## src/hdl/ckm_pkg.sv

```systemverilog
// ----------------------------------------------------------------------------
// ckm_pkg
// Shared widths, codes, state encoding and inter-module structs for the
// canonical k-mer window minimizer.
// ----------------------------------------------------------------------------
package ckm_pkg;

  localparam int MAX_KMER   = 31;
  localparam int MAX_WINDOW = 32;

  localparam int CODE_W  = 2 * MAX_KMER;               // packed k-mer code
  localparam int KLEN_W  = 5;                          // kmer_length register
  localparam int WLEN_W  = 6;                          // window_kmers register
  localparam int KCNT_W  = $clog2(MAX_KMER + 1);       // bases seen
  localparam int WIN_AW  = $clog2(MAX_WINDOW);         // window memory address
  localparam int WCNT_W  = $clog2(MAX_WINDOW + 1);     // k-mers in window
  localparam int POS_W   = 32;
  localparam int CHAR_W  = 7;
  localparam int CFG_DW  = 6;
  localparam int CFG_IW  = 1;

  localparam logic [POS_W-1:0] POS_MAX = '1;

  typedef enum logic [CFG_IW-1:0] {
    REG_KMER_LENGTH  = 1'b0,
    REG_WINDOW_KMERS = 1'b1
  } ckm_reg_t;

  typedef enum logic [2:0] {
    S_IDLE,
    S_CODE,
    S_WRITE,
    S_SCAN,
    S_DRAIN,
    S_EMIT
  } ckm_state_t;

  // sequencer to encoder
  typedef struct packed {
    logic              step;
    logic              start;
    logic              clr;
    logic [CHAR_W-1:0] base_char;
  } ckm_enc_ctl_t;

  // encoder to sequencer
  typedef struct packed {
    logic [CODE_W-1:0] fwd;
    logic [CODE_W-1:0] rev;
    logic              kmer_ok;
  } ckm_code_t;

endpackage

```

## src/hdl/ckm_if.sv

```systemverilog
// ----------------------------------------------------------------------------
// ckm_in_if / ckm_out_if
// Valid/ready channels for base items and minimizer result items.
// ----------------------------------------------------------------------------
interface ckm_in_if;
  import ckm_pkg::*;

  logic              valid;
  logic              ready;
  logic [CHAR_W-1:0] base_char;
  logic              sequence_start;

  modport source (output valid, output base_char, output sequence_start, input ready);
  modport sink   (input valid, input base_char, input sequence_start, output ready);
endinterface

interface ckm_out_if;
  import ckm_pkg::*;

  logic              valid;
  logic              ready;
  logic [CODE_W-1:0] minimizer_value;
  logic [POS_W-1:0]  minimizer_position;

  modport source (output valid, output minimizer_value, output minimizer_position,
                  input ready);
  modport sink   (input valid, input minimizer_value, input minimizer_position,
                  output ready);
endinterface

```

## src/hdl/ckm_window_ram.sv

```systemverilog
// ----------------------------------------------------------------------------
// ckm_window_ram
// Circular store of canonical k-mer codes, one write and one registered read.
// ----------------------------------------------------------------------------
module ckm_window_ram (
  input  logic                       clk,
  input  logic                       we,
  input  logic [ckm_pkg::WIN_AW-1:0] waddr,
  input  logic [ckm_pkg::CODE_W-1:0] wdata,
  input  logic [ckm_pkg::WIN_AW-1:0] raddr,
  output logic [ckm_pkg::CODE_W-1:0] rdata_r
);
  import ckm_pkg::*;

  logic [CODE_W-1:0] mem [MAX_WINDOW];

  always_ff @(posedge clk) begin
    if (we) begin
      mem[waddr] <= wdata;
    end
    rdata_r <= mem[raddr];
  end

endmodule

```

## src/hdl/ckm_kmer_code.sv

```systemverilog
// ----------------------------------------------------------------------------
// ckm_kmer_code
// Rolling forward and reverse-complement codes of the last k bases.
// ----------------------------------------------------------------------------
module ckm_kmer_code (
  input  logic                       clk,
  input  logic                       rst_n,
  input  logic [ckm_pkg::KCNT_W-1:0] k_eff,
  input  ckm_pkg::ckm_enc_ctl_t      ctl,
  output ckm_pkg::ckm_code_t         code
);
  import ckm_pkg::*;

  logic [CODE_W-1:0] fwd_r, fwd_nxt;
  logic [CODE_W-1:0] rev_r, rev_nxt;
  logic [KCNT_W-1:0] seen_r, seen_nxt;
  logic              ok_r, ok_nxt;

  logic [CODE_W-1:0] fwd_base, rev_base, mask, ins;
  logic [KCNT_W-1:0] seen_base;
  logic [1:0]        fwd2, comp2;
  logic [5:0]        sh;

  function automatic logic [1:0] fwd_of(input logic [CHAR_W-1:0] c);
    logic [1:0] r;
    r = 2'd0;
    case ({1'b0, c})
      "C", "c": r = 2'd1;
      "G", "g": r = 2'd2;
      "T", "t": r = 2'd3;
      default:  r = 2'd0;
    endcase
    return r;
  endfunction

  function automatic logic [1:0] comp_of(input logic [CHAR_W-1:0] c);
    logic [1:0] r;
    r = 2'd0;
    case ({1'b0, c})
      "A", "a": r = 2'd3;
      "C", "c": r = 2'd2;
      "G", "g": r = 2'd1;
      default:  r = 2'd0;
    endcase
    return r;
  endfunction

  always_comb begin
    for (int i = 0; i < CODE_W; i++) begin
      mask[i] = (KCNT_W'(i >> 1) < k_eff);
    end
    fwd2      = fwd_of(ctl.base_char);
    comp2     = comp_of(ctl.base_char);
    sh        = {k_eff - KCNT_W'(1), 1'b0};
    ins       = {{(CODE_W-2){1'b0}}, comp2} << sh;
    // a sequence start clears history before this base goes in
    fwd_base  = ctl.start ? '0 : fwd_r;
    rev_base  = ctl.start ? '0 : rev_r;
    seen_base = ctl.start ? '0 : seen_r;

    fwd_nxt  = fwd_r;
    rev_nxt  = rev_r;
    seen_nxt = seen_r;
    ok_nxt   = ok_r;
    if (ctl.clr) begin
      fwd_nxt  = '0;
      rev_nxt  = '0;
      seen_nxt = '0;
      ok_nxt   = 1'b0;
    end else if (ctl.step) begin
      fwd_nxt  = {fwd_base[CODE_W-3:0], fwd2} & mask;
      rev_nxt  = ((rev_base >> 2) | ins) & mask;
      seen_nxt = (seen_base < k_eff) ? seen_base + KCNT_W'(1) : seen_base;
      ok_nxt   = (seen_nxt >= k_eff);
    end
  end

  always_ff @(posedge clk) begin
    if (!rst_n) begin
      fwd_r  <= '0;
      rev_r  <= '0;
      seen_r <= '0;
      ok_r   <= 1'b0;
    end else begin
      fwd_r  <= fwd_nxt;
      rev_r  <= rev_nxt;
      seen_r <= seen_nxt;
      ok_r   <= ok_nxt;
    end
  end

  assign code.fwd     = fwd_r;
  assign code.rev     = rev_r;
  assign code.kmer_ok = ok_r;

endmodule

```

## src/hdl/ckm_seq.sv

```systemverilog
// ----------------------------------------------------------------------------
// ckm_seq
// Item sequencer: window write, scan with one shared comparator, result
// register.
// ----------------------------------------------------------------------------
module ckm_seq (
  input  logic                       clk,
  input  logic                       rst_n,
  input  logic                       cfg_clr,
  input  logic [ckm_pkg::WCNT_W-1:0] w_eff,
  ckm_in_if.sink                     in_ch,
  ckm_out_if.source                  out_ch,
  input  ckm_pkg::ckm_code_t         code,
  output ckm_pkg::ckm_enc_ctl_t      enc_ctl
);
  import ckm_pkg::*;

  ckm_state_t        state_r, state_nxt;
  logic [CHAR_W-1:0] char_r;
  logic              start_r;
  logic [WIN_AW-1:0] head_r, head_nxt;
  logic [WCNT_W-1:0] kiw_r, kiw_nxt;
  logic [POS_W-1:0]  cnt_r, cnt_nxt;
  logic [POS_W-1:0]  newest_r, newest_nxt;
  logic [POS_W-1:0]  last_r, last_nxt;
  logic              emitted_r, emitted_nxt;
  logic [WIN_AW-1:0] scan_j_r, scan_j_nxt;
  logic              rd_vld_r, rd_vld_nxt;
  logic              rd_first_r, rd_first_nxt;
  logic [WIN_AW-1:0] rd_age_r, rd_age_nxt;
  logic [CODE_W-1:0] best_r, best_nxt;
  logic [WIN_AW-1:0] best_age_r, best_age_nxt;
  logic              out_vld_r, out_vld_nxt;
  logic [CODE_W-1:0] out_val_r, out_val_nxt;
  logic [POS_W-1:0]  out_pos_r, out_pos_nxt;

  logic              we;
  logic [WIN_AW-1:0] raddr;
  logic [CODE_W-1:0] rdata, canon, cmp_a, cmp_b;
  logic              lt, seq_clr, load;
  logic [WIN_AW-1:0] w_m1;
  logic [POS_W-1:0]  pos;

  ckm_window_ram u_ram (
    .clk     (clk),
    .we      (we),
    .waddr   (head_nxt),
    .wdata   (canon),
    .raddr   (raddr),
    .rdata_r (rdata)
  );

  // shared comparator: canonical pick while writing, running minimum otherwise
  assign cmp_a = (state_r == S_WRITE) ? code.fwd : rdata;
  assign cmp_b = (state_r == S_WRITE) ? code.rev : best_r;
  assign lt    = (cmp_a < cmp_b);
  assign canon = lt ? code.fwd : code.rev;

  assign w_m1  = WIN_AW'(w_eff - WCNT_W'(1));
  assign raddr = head_r - scan_j_r;
  assign pos   = newest_r - POS_W'(best_age_r);

  assign in_ch.ready             = (state_r == S_IDLE);
  assign out_ch.valid            = out_vld_r;
  assign out_ch.minimizer_value    = out_val_r;
  assign out_ch.minimizer_position = out_pos_r;

  assign enc_ctl.step      = (state_r == S_CODE);
  assign enc_ctl.start     = start_r;
  assign enc_ctl.clr       = cfg_clr;
  assign enc_ctl.base_char = char_r;

  always_comb begin
    state_nxt    = state_r;
    head_nxt     = head_r;
    kiw_nxt      = kiw_r;
    cnt_nxt      = cnt_r;
    newest_nxt   = newest_r;
    last_nxt     = last_r;
    emitted_nxt  = emitted_r;
    scan_j_nxt   = scan_j_r;
    rd_vld_nxt   = 1'b0;
    rd_first_nxt = 1'b0;
    rd_age_nxt   = scan_j_r;
    best_nxt     = best_r;
    best_age_nxt = best_age_r;
    out_vld_nxt  = out_vld_r && !out_ch.ready;
    out_val_nxt  = out_val_r;
    out_pos_nxt  = out_pos_r;
    we           = 1'b0;
    load         = 1'b0;
    seq_clr      = cfg_clr || (state_r == S_CODE && start_r);

    // fold the read that landed this cycle into the running minimum
    if (rd_vld_r && (rd_first_r || lt)) begin
      best_nxt     = rdata;
      best_age_nxt = rd_age_r;
    end

    case (state_r)
      S_IDLE: begin
        if (in_ch.valid) begin
          state_nxt = S_CODE;
        end
      end
      S_CODE: begin
        state_nxt = S_WRITE;
      end
      S_WRITE: begin
        if (!code.kmer_ok) begin
          state_nxt = S_IDLE;
        end else begin
          we         = 1'b1;
          head_nxt   = head_r + WIN_AW'(1);
          newest_nxt = cnt_r;
          if (cnt_r != POS_MAX) begin
            cnt_nxt = cnt_r + POS_W'(1);
          end
          if (kiw_r < w_eff) begin
            kiw_nxt = kiw_r + WCNT_W'(1);
          end
          if (kiw_nxt < w_eff) begin
            state_nxt = S_IDLE;
          end else begin
            scan_j_nxt = w_m1;
            state_nxt  = S_SCAN;
          end
        end
      end
      S_SCAN: begin
        // oldest first, so strict less keeps the earliest on ties
        rd_vld_nxt   = 1'b1;
        rd_first_nxt = (scan_j_r == w_m1);
        if (scan_j_r == '0) begin
          state_nxt = S_DRAIN;
        end else begin
          scan_j_nxt = scan_j_r - WIN_AW'(1);
        end
      end
      S_DRAIN: begin
        state_nxt = S_EMIT;
      end
      S_EMIT: begin
        if (emitted_r && pos == last_r) begin
          state_nxt = S_IDLE;
        end else if (!out_vld_r || out_ch.ready) begin
          load        = 1'b1;
          out_vld_nxt = 1'b1;
          out_val_nxt = best_r;
          out_pos_nxt = pos;
          last_nxt    = pos;
          emitted_nxt = 1'b1;
          state_nxt   = S_IDLE;
        end
      end
      default: begin
        state_nxt = S_IDLE;
      end
    endcase

    if (seq_clr) begin
      kiw_nxt     = '0;
      cnt_nxt     = '0;
      last_nxt    = '0;
      emitted_nxt = 1'b0;
    end
  end

  always_ff @(posedge clk) begin
    if (!rst_n) begin
      state_r    <= S_IDLE;
      head_r     <= '0;
      kiw_r      <= '0;
      cnt_r      <= '0;
      newest_r   <= '0;
      last_r     <= '0;
      emitted_r  <= 1'b0;
      scan_j_r   <= '0;
      rd_vld_r   <= 1'b0;
      rd_first_r <= 1'b0;
      out_vld_r  <= 1'b0;
    end else begin
      state_r    <= state_nxt;
      head_r     <= head_nxt;
      kiw_r      <= kiw_nxt;
      cnt_r      <= cnt_nxt;
      newest_r   <= newest_nxt;
      last_r     <= last_nxt;
      emitted_r  <= emitted_nxt;
      scan_j_r   <= scan_j_nxt;
      rd_vld_r   <= rd_vld_nxt;
      rd_first_r <= rd_first_nxt;
      out_vld_r  <= out_vld_nxt;
    end
  end

  always_ff @(posedge clk) begin
    if (in_ch.valid && in_ch.ready) begin
      char_r  <= in_ch.base_char;
      start_r <= in_ch.sequence_start;
    end
    rd_age_r   <= rd_age_nxt;
    best_r     <= best_nxt;
    best_age_r <= best_age_nxt;
    out_val_r  <= out_val_nxt;
    out_pos_r  <= out_pos_nxt;
  end

  a_ready_only_idle: assert property (@(posedge clk) disable iff (!rst_n)
    in_ch.ready |-> (state_r == S_IDLE && !rd_vld_r))
    else $error("input taken while an item is in flight");

  a_result_from_emit: assert property (@(posedge clk) disable iff (!rst_n)
    $rose(out_vld_r) |-> $past(state_r == S_EMIT))
    else $error("result raised outside the emit step");

  a_scan_in_window: assert property (@(posedge clk) disable iff (!rst_n)
    (state_r == S_SCAN) |-> (scan_j_r <= w_m1 && kiw_r == w_eff))
    else $error("scan reaches past the filled window");

  a_emit_tracks_last: assert property (@(posedge clk) disable iff (!rst_n)
    load |=> (emitted_r && last_r == out_pos_r && out_vld_r))
    else $error("last emitted position not tracking result");

endmodule

```

## src/hdl/canonical_kmer_window_minimizer_core.sv

```systemverilog
// ----------------------------------------------------------------------------
// canonical_kmer_window_minimizer_core
// Canonical k-mer minimizer over a sliding window of k-mers.
//
//   channel  | dir | handshake           | payload
//   ---------+-----+---------------------+-------------------------------------
//   in_ch    | in  | valid/ready         | base_char[6:0], sequence_start
//   out_ch   | out | valid/ready         | minimizer_value[61:0],
//            |     |                     | minimizer_position[31:0]
//   cfg_*    | in  | cfg_we, no stall    | cfg_index[0], cfg_wdata[5:0]
//
// A base that completes a window steps through code, write, scan, drain and
// emit; a warm-up base only through code and write. The scan reads the window
// memory through its single read port, one entry a cycle into one shared
// comparator. Reset (rst_n, synchronous) and any register write clear the
// sequence state. in_ch.ready is high only between items; a pending result in
// the output register does not hold off the next base, only the next result.
// ----------------------------------------------------------------------------
module canonical_kmer_window_minimizer_core (
  input  logic                       clk,
  input  logic                       rst_n,
  ckm_in_if.sink                     in_ch,
  ckm_out_if.source                  out_ch,
  input  logic                       cfg_we,
  input  logic [ckm_pkg::CFG_IW-1:0] cfg_index,
  input  logic [ckm_pkg::CFG_DW-1:0] cfg_wdata
);
  import ckm_pkg::*;

  logic [KLEN_W-1:0] klen_r, klen_nxt;
  logic [WLEN_W-1:0] wlen_r, wlen_nxt;
  logic [KCNT_W-1:0] k_eff;
  logic [WCNT_W-1:0] w_eff;
  logic              cfg_clr;
  ckm_enc_ctl_t      enc_ctl;
  ckm_code_t         code;

  always_comb begin
    klen_nxt = klen_r;
    wlen_nxt = wlen_r;
    cfg_clr  = 1'b0;
    if (cfg_we) begin
      case (ckm_reg_t'(cfg_index))
        REG_KMER_LENGTH: begin
          klen_nxt = cfg_wdata[KLEN_W-1:0];
          cfg_clr  = 1'b1;
        end
        REG_WINDOW_KMERS: begin
          wlen_nxt = cfg_wdata[WLEN_W-1:0];
          cfg_clr  = 1'b1;
        end
        default: begin
          cfg_clr = 1'b0;
        end
      endcase
    end
  end

  always_ff @(posedge clk) begin
    if (!rst_n) begin
      klen_r <= KLEN_W'(15);
      wlen_r <= WLEN_W'(10);
    end else begin
      klen_r <= klen_nxt;
      wlen_r <= wlen_nxt;
    end
  end

  // clamp lengths into the supported range
  always_comb begin
    if (klen_r == '0) begin
      k_eff = KCNT_W'(1);
    end else if (32'(klen_r) > MAX_KMER) begin
      k_eff = KCNT_W'(MAX_KMER);
    end else begin
      k_eff = KCNT_W'(klen_r);
    end
    if (wlen_r == '0) begin
      w_eff = WCNT_W'(1);
    end else if (32'(wlen_r) > MAX_WINDOW) begin
      w_eff = WCNT_W'(MAX_WINDOW);
    end else begin
      w_eff = WCNT_W'(wlen_r);
    end
  end

  ckm_kmer_code u_code (
    .clk   (clk),
    .rst_n (rst_n),
    .k_eff (k_eff),
    .ctl   (enc_ctl),
    .code  (code)
  );

  ckm_seq u_seq (
    .clk     (clk),
    .rst_n   (rst_n),
    .cfg_clr (cfg_clr),
    .w_eff   (w_eff),
    .in_ch   (in_ch),
    .out_ch  (out_ch),
    .code    (code),
    .enc_ctl (enc_ctl)
  );

endmodule

```

## src/flat_wrapper.sv

```systemverilog
// flat-port wrapper written by rule: the top's interface ports become plain ports
module canonical_kmer_window_minimizer_core_flat import ckm_pkg::*;
  (clk, rst_n, cfg_we, cfg_index, cfg_wdata, in_ch_valid, in_ch_base_char, in_ch_sequence_start, in_ch_ready, out_ch_valid, out_ch_minimizer_value, out_ch_minimizer_position, out_ch_ready);
  ckm_in_if in_ch_i ();
  ckm_out_if out_ch_i ();
  input  logic clk;
  input  logic rst_n;
  input  logic cfg_we;
  input  logic [ckm_pkg::CFG_IW-1:0] cfg_index;
  input  logic [ckm_pkg::CFG_DW-1:0] cfg_wdata;
  input wire logic [$bits(in_ch_i.valid)-1:0] in_ch_valid;
  input wire logic [$bits(in_ch_i.base_char)-1:0] in_ch_base_char;
  input wire logic [$bits(in_ch_i.sequence_start)-1:0] in_ch_sequence_start;
  output wire logic [$bits(in_ch_i.ready)-1:0] in_ch_ready;
  output wire logic [$bits(out_ch_i.valid)-1:0] out_ch_valid;
  output wire logic [$bits(out_ch_i.minimizer_value)-1:0] out_ch_minimizer_value;
  output wire logic [$bits(out_ch_i.minimizer_position)-1:0] out_ch_minimizer_position;
  input wire logic [$bits(out_ch_i.ready)-1:0] out_ch_ready;
  assign in_ch_i.valid = in_ch_valid;
  assign in_ch_i.base_char = in_ch_base_char;
  assign in_ch_i.sequence_start = in_ch_sequence_start;
  assign in_ch_ready = in_ch_i.ready;
  assign out_ch_valid = out_ch_i.valid;
  assign out_ch_minimizer_value = out_ch_i.minimizer_value;
  assign out_ch_minimizer_position = out_ch_i.minimizer_position;
  assign out_ch_i.ready = out_ch_ready;
  canonical_kmer_window_minimizer_core u_core (.clk(clk), .rst_n(rst_n), .in_ch(in_ch_i), .out_ch(out_ch_i), .cfg_we(cfg_we), .cfg_index(cfg_index), .cfg_wdata(cfg_wdata));
endmodule
```

## config.mk

```make
export PLATFORM = sky130hd
export DESIGN_NAME = canonical_kmer_window_minimizer_core_flat
export DESIGN_NICKNAME = d
export VERILOG_FILES = /design/src/hdl/ckm_pkg.sv /design/src/hdl/ckm_if.sv /design/src/hdl/ckm_window_ram.sv /design/src/hdl/ckm_kmer_code.sv /design/src/hdl/ckm_seq.sv /design/src/hdl/canonical_kmer_window_minimizer_core.sv /design/src/flat_wrapper.sv
export SDC_FILE = /design/constraint.sdc
export NUM_CORES = 2
export LEC_CHECK = 0
export BUFFER_PORTS_ARGS = -buffer_cell sky130_fd_sc_hd__buf_2
export CAP_MARGIN = 20
export CORE_ASPECT_RATIO = 0.5
export CORE_MARGIN = 2
export CORE_UTILIZATION = 50
export CTS_CLUSTER_DIAMETER = 40
export DETAILED_ROUTE_END_ITERATION = 8
export PLACE_DENSITY_LB_ADDON = 0.25
export SETUP_SLACK_MARGIN = 0.05
export SYNTH_ARGS = -nofsm -noshare
export SYNTH_HDL_FRONTEND = slang
export SYNTH_SLANG_ARGS = --single-unit
```

## constraint.sdc

```tcl
create_clock -name clk -period 26.6 [get_ports clk]
set_clock_uncertainty 0.15 [all_clocks]
set_input_delay 2.66 -clock clk [delete_from_list [all_inputs] [get_ports clk]]
set_output_delay 2.66 -clock clk [all_outputs]
set_load 0.005 [all_outputs]
```

# Yosys cells after proc, flatten, opt, wreduce, memory -nomap -nowiden
# Memories as Yosys holds them, arrays and structs flattened. A register that Yosys moved wholly into a read port is not among the register bits.
# Cells that the tools add are included.
[classes] add_sub_neg=9 muxes=37 reduce_logical=29 order_cmp=37 n_eq_ne=22 n_bitwise=6 shifts=1
[op_table] cell="two-way mux 62 bit" n=4
[op_table] cell="bitwise AND 62 bit" n=2
[op_table] cell="less-than comparator 5 bit (first input constant)" n=15
[op_table] cell="less-than comparator 62 bit" n=1
[op_table] cell="OR 60 x 62 -> 62 bit" n=1
[op_table] cell="left shift 2 x 6 -> 62 bit" n=1
[op_table] cell="two-way mux 60 bit" n=1
[op_table] cell="equality test 7 bit (second input constant)" n=8
[op_table] cell="less-than comparator 4 x 5 -> 1 bit (first input constant)" n=8
[op_table] cell="two-way mux 5 bit" n=8
[op_table] cell="adder 32 x 1 -> 32 bit (second input constant)" n=1
[op_table] cell="equality test 32 bit" n=1
[op_table] cell="inequality test 32 bit (second input constant)" n=1
[op_table] cell="subtractor 32 x 5 -> 32 bit" n=1
[op_table] cell="two-way mux 6 bit" n=5
[op_table] cell="less-than comparator 3 x 5 -> 1 bit (first input constant)" n=4
[op_table] cell="one-hot mux 3 bit (6 select lines)" n=1
[op_table] cell="subtractor 5 x 1 -> 5 bit (second input constant)" n=3
[op_table] cell="less-than comparator 6 bit" n=2
[op_table] cell="two-way mux 3 bit" n=4
[op_table] cell="one-hot mux 2 bit (3 select lines)" n=2
[op_table] cell="OR reduction 2 bit" n=6
[op_table] cell="adder 5 x 1 -> 5 bit (second input constant)" n=2
[op_table] cell="logical NOT 5 bit" n=2
[op_table] cell="other kinds (27)" n=57
[word_totals] n_memories=1 ram_bits=1984 output_inout_bits=96 elab_cells=166 ff_bits=434
[mem_list] memory="u_core.u_seq.u_ram.mem" words=32 width=62 read_ports=1 rd_clocked_by_memory_dff=1 write_ports=1 line="ckm_window_ram.sv:15" text="logic [CODE_W-1:0] mem [MAX_WINDOW];"

# Logic depth before layout (Yosys ltp)
[depth] word_depth=11 mapped_depth=19 ltp_nobuf=18

# Hierarchy
# From an unflattened synthesis, not the netlist that was laid out.
[hier_totals] cells_unflattened=6495 area_unflattened_um2=99983.4
[modules_own_cells] mod="ckm_window_ram" n_inst=1 cells_each=4332 area_each_um2=78044.9
[modules_own_cells] mod="ckm_seq" n_inst=1 cells_each=1400 area_each_um2=15552.4
[modules_own_cells] mod="ckm_kmer_code" n_inst=1 cells_each=700 area_each_um2=5890.6
[modules_own_cells] mod="canonical_kmer_window_minimizer_core" n_inst=1 cells_each=63 area_each_um2=495.5

# Worst setup path before layout
# OpenSTA, ideal clock, no wires.
[synth_path] kind="flip-flop to flip-flop" start="register u_core.u_seq.state_r[1]" end="register u_core.u_seq.best_age_r[0], enable pin" path_stages_with_launch=20 slack_ns=17.058 path_buffers=6 required_ns=25.856 arrival_ns=8.798 setup_ns=0.594 path_cell_list="dfxtp_1 -> clkbuf_1 -> nor3b_1 -> clkbuf_1 -> clkbuf_1 -> clkbuf_1 -> mux2i_1 -> ha_1 -> a21o_1 -> a21o_1 -> a21o_1 -> a21o_1 -> a21o_1 -> a21oi_1 -> nor2b_1 -> o21ai_0 -> nand4b_1 -> clkbuf_1 -> clkbuf_1 -> a21boi_0"
[synth_via] elab_chain_cells=5
[synth_lines] item="start: declaration" line="ckm_seq.sv:18" text="ckm_state_t state_r, state_nxt;"
[synth_lines] item="start signal: assignment" line="ckm_seq.sv:183" text="state_r <= state_nxt;"
[synth_lines] item="equality test 3 x 2 -> 1 bit *" line="ckm_seq.sv:54, ckm_seq.sv:55"
[synth_lines] item="two-way mux 62 bit, on equally long branches" line="ckm_seq.sv:54, ckm_seq.sv:55"
[synth_lines] item="less-than comparator 62 bit *" line="ckm_seq.sv:56" text="assign lt = (cmp_a < cmp_b);"
[synth_lines] item="logical OR 1 bit *" line="ckm_seq.sv:95" text="if (rd_vld_r && (rd_first_r || lt)) begin"
[synth_lines] item="logical AND 1 bit *" line="ckm_seq.sv:95"
[synth_lines] item="end signal: assignment" line="ckm_seq.sv:204" text="best_age_r <= best_age_nxt;"
[synth_lines] item="end: declaration" line="ckm_seq.sv:32" text="logic [WIN_AW-1:0] best_age_r, best_age_nxt;"
# Mark *: on every way between the ends. The rest lies on a longest branch, timed or not.
# A chain may end at the register's enable or synchronous reset.

# Worst setup path in the final report
[layout_path] start="register u_core.u_seq.state_r[1]" end="memory u_core.u_seq.u_ram.mem[21][14] (netlist bit), data pin"
[layout_via] elab_chain_cells=4
[layout_lines] item="equality test 3 x 2 -> 1 bit *" line="ckm_seq.sv:54, ckm_seq.sv:55"
[layout_lines] item="two-way mux 62 bit, on equally long branches" line="ckm_seq.sv:54, ckm_seq.sv:55"
[layout_lines] item="less-than comparator 62 bit *" line="ckm_seq.sv:56"
[layout_lines] item="two-way mux 62 bit *" line="ckm_seq.sv:57" text="assign canon = lt ? code.fwd : code.rev;"
[layout_lines] item="net u_core.u_seq.canon[14]" line="ckm_seq.sv:39" text="logic [CODE_W-1:0] rdata, canon, cmp_a, cmp_b;"
[layout_lines] item="end: declaration" line="ckm_window_ram.sv:15"
# The timed path passes the listed nets; every way through them passes the cells marked *.

==> impl_metrics.csv <==
group,metric,value,unit
run_status,outcome,"complete, no violations",
setup_path,cpMaxStageDelayCell,"mux2_2",
drt,drc_errors,0,
synthesis,synth_nets,5995,
pwr,switching_share,19.9,%
placement,port_buffers,114,
drt,routed_via_density,6.26,
setup_path,worstSetupEndpointType,"flop",
layout,multi_input_area,26500,um2
global_routing,grt_pass1_vias,54673,
die,ios,116,
sta,drv_slew,0,
global_routing,grt_pass1_wl,375000,um
run,cap_viol_max_count,0,
clock_tree,insertion_delay,0.89,ns
layout,fin_area,110000,um2
setup_path,cp_data_required_time,26.98,ns
synthesis,synth_compound_area_share,3.56,%
drt,drt_pre_antenna_iters,6,
drt,vias,55239,
setup_path,reg2reg_to,"u_core.u_seq.u_ram.mem[21][14]",
setup_path,arrival,8.07,ns
layout,postLayoutCoreUtil,56.0,%
min_path,hold_start,"u_core.u_seq.rd_age_nxt[2]",
min_path,holdPathStages,0,
drt,routedWlPerCell,29.5,um
setup_path,crit_family,"buffers and inverters",
synthesis,syn_inst,5875,
sta,hold_slack,0.241,ns
pwr,p_int,6.05,mW
setup_path,path_cells,"nor3b_2, buf_4, buf_4, buf_4, mux2_2, ha_1, nand4_1, nor3_1, and2_1, nor4b_1, nand2_1, o41ai_1, nand4b_1, buf_4, mux2_2",
synthesis,synth_area,98800,um2
setup_path,crit_top_cell,"buf_4",
sta,rsz0062_at_grt,"false",
sta,finalHoldViolCount,0,
clock_tree,cts_resized,0,
global_routing,antenna_found_initial,6,
synthesis,syn_avg_cell_area,16.8,um2
die,dieHeight,318,um
sta,period_minus_slack,7.69,ns
synthesis,synth_xor_area_share,1.04,%
setup_path,crit_path_start_kind,"flop",
clock_tree,cts_root_buf,"clkbuf_16",
setup_path,reg2reg_depth,15,
pwr,power.density,68.6,nW/um2
sta,setup_violations,0,
synthesis,synth_simple_gate_area_share,7.20,%
placement,gp_congestion,0.915,
layout,final_cell_mix,"edfxtp_1 (2152), nand2_1 (713), mux4_2 (496)",
synthesis,yosys.cell_types.count,81,
clock_tree,cts_inserted_buffers,225,
sta,max_freq,130,MHz
sta,period_share,28.9,%
drt,drtIter0Drc,7031,
clock_tree,cts_hold_buf,0,
synthesis,synth-seq-area-share,72.1,%
pwr,finalPower,7.55,mW
setup_path,critical_path_class,"reg -> reg",
sta,slew_headroom,27.8,%
placement,dp_hpwl,144000,um
min_path,min_to,"u_core.u_seq.rd_age_r[2]",
layout,fillers,14874,
layout,final_common_cell,"edfxtp_1",
clock_tree,path_clk_slew,0.07,ns
setup_path,worst-path-buf-inv,4,
pwr,clockPowerShare,43.8,%
global_routing,grt_max_degree,125,
setup_path,slowest_delay,0.77,ns
synthesis,synth.area.mux_share,13.4,%
die,start_util,50.3,%
global_routing,globalRoute.totalOverflow,0,
setup_path,ff2ff_setup_slack,18.91,ns
layout,syn_to_final_growth,11.5,%
clock_tree,clock_sinks,2479,
die,coreArea,196000,um2
die,rows,115,
synthesis,synth_async_sr_flop_share,0,%
layout,register_area,71200,um2
pwr,ir_drop,0.0000631,V
pwr,power.share.sequential,55.2,%
layout,drive_gt1_share,20.3,%
placement,place_area,103000,um2
layout,final_net_count,6122,
die,die_area,201000,um2
drt,drt_wl_total,260000,um
pwr,p_comb_share,1.1,%
setup_path,reg2reg_from,"u_core.u_seq.state_r[1]",
synthesis,synth_top_family_by_area,"multiplexers",
pwr,leakage,34.5,nW
synthesis,yosysWarnings,0,
pwr,p_switching,1.50,mW
clock_tree,post_cts_buffers,0,
sta,setup-tns-final,0,ns
global_routing,grt_use_total,25.6,%
drt,antenna_left,0,
synthesis,ys_ff_latch,2479,
synthesis,synth_edf_count,2152,
clock_tree,cts_tree,"done",
clock_tree,cts_buffer_depth,4,
die,die_x,632,um
setup_path,path_max_fanout,48,
min_path,holdCritPathClass,"reg -> reg",
synthesis,synthAdderAreaFrac,1.28,%
synthesis,synth_flop_cell,"edfxtp_1",
sta,worst_pin_slew,1.08,ns
clock_tree,htreeDepth,4,
[logic make-up after synthesis]
logic type | count (synthesis)
AOI/OAI and AO/OA | 515
xor gates and xnor gates | 109
DFF | 2479
adders and majority gates | 100
and+or+nand+nor | 1605
buffers and inverters | 385
muxes | 682
[final cells by class]
type | instances | share of cell area, %
Clock inverter | 132 | 1.28
Sequential cell | 2479 | 64.7
Tap cell | 2632 | 2.99
Inverter | 49 | 0.167
Clock buffer | 279 | 5.46
Multi-Input combinational cell | 3011 | 24.0
Timing Repair Buffer | 236 | 1.41
Antenna cell | 1 | 0.00227
[sequential cells by signal (all words and copies together), names as in the netlist, 32 cells and up]
register / flops
u_core.u_seq.best_r: 62
u_core.u_seq.u_ram.mem: 1984
u_core.u_code.fwd_r: 62
u_core.u_seq.u_ram.rdata_r: 62
u_core.u_seq.last_r: 32
u_core.u_seq.newest_r: 32
u_core.u_seq.out_ch.minimizer_value: 62
u_core.u_seq.cnt_r: 32
u_core.u_code.rev_r: 62
u_core.u_seq.out_ch.minimizer_position: 32
[through the flow]
stage	setup slack [ns]	instances
floorplan	17.06	5875
global placement	19.11	8406
detailed placement	19.08	8406
CTS	19.05	8817
global route	18.46	8818
finish	18.91	8819
[routing by layer]
layer  global-route usage, %  routed length, um  up-vias
li1                        -                  -    23204
met1                    36.8             107000    28954
met2                    41.0             123000     2648
met3                    3.99              22200      433
met4                    7.29               7480        0
met5                       0                  0        -
[power by group through the flow]
stage,clock network [mW],registers (mW),logic [mW]
finish,3.31,4.17,0.0794
CTS,3.34,4.17,0.0778
global placement,0,4.25,0.0763
floorplan,0,4.25,0.0561
global route,3.50,4.17,0.0853
detailed placement,0,4.25,0.0774
[how the worst max path moves through the flow]
stage | from | end | slack, ns | depth (start not counted)
after floorplan | u_core.u_seq.state_r[1] | u_core.u_seq.best_age_r[0] | 17.06 | 19
after global placement | u_core.u_seq.state_r[1] | u_core.u_seq.best_r[30] | 19.11 | 16
after detailed placement | u_core.u_seq.state_r[1] | u_core.u_seq.best_r[30] | 19.08 | 16
after CTS | u_core.u_seq.state_r[1] | u_core.u_seq.best_r[15] | 19.05 | 16
after global routing | u_core.u_seq.state_r[1] | u_core.u_seq.best_r[16] | 18.46 | 16
final | u_core.u_seq.state_r[1] | u_core.u_seq.u_ram.mem[21][14] | 18.91 | 15
[cells in the mapped netlist, types with 13 or more instances]
library cell / n / share of area, %
edfxtp_1: 2152 / 65
nand2_1: 713 / 2.7
mux4_2: 496 / 11
nand3_1: 363 / 1.8
dfxtp_1: 327 / 6.6
nor2_1: 274 / 1.0
clkbuf_1: 233 / 0.89
mux2_2: 125 / 1.4
a22oi_1: 111 / 0.84
a21oi_1: 102 / 0.52
ha_1: 98 / 1.2
buf_1: 96 / 0.36
o21ai_0: 95 / 0.48
nor3_1: 79 / 0.40
mux2i_1: 61 / 0.62
xnor2_1: 58 / 0.51
o2bb2ai_1: 55 / 0.49
inv_1: 47 / 0.18
xor2_1: 46 / 0.41
a21boi_0: 40 / 0.30
nand4_1: 33 / 0.21
a21o_1: 26 / 0.20
nand2b_1: 26 / 0.16
nor2b_1: 19 / 0.12
nor4_1: 18 / 0.11
and2_1: 17 / 0.11
or3_1: 14 / 0.089
a211oi_1: 13 / 0.099
No activity file was read; power rests on OpenSTA's default activity.
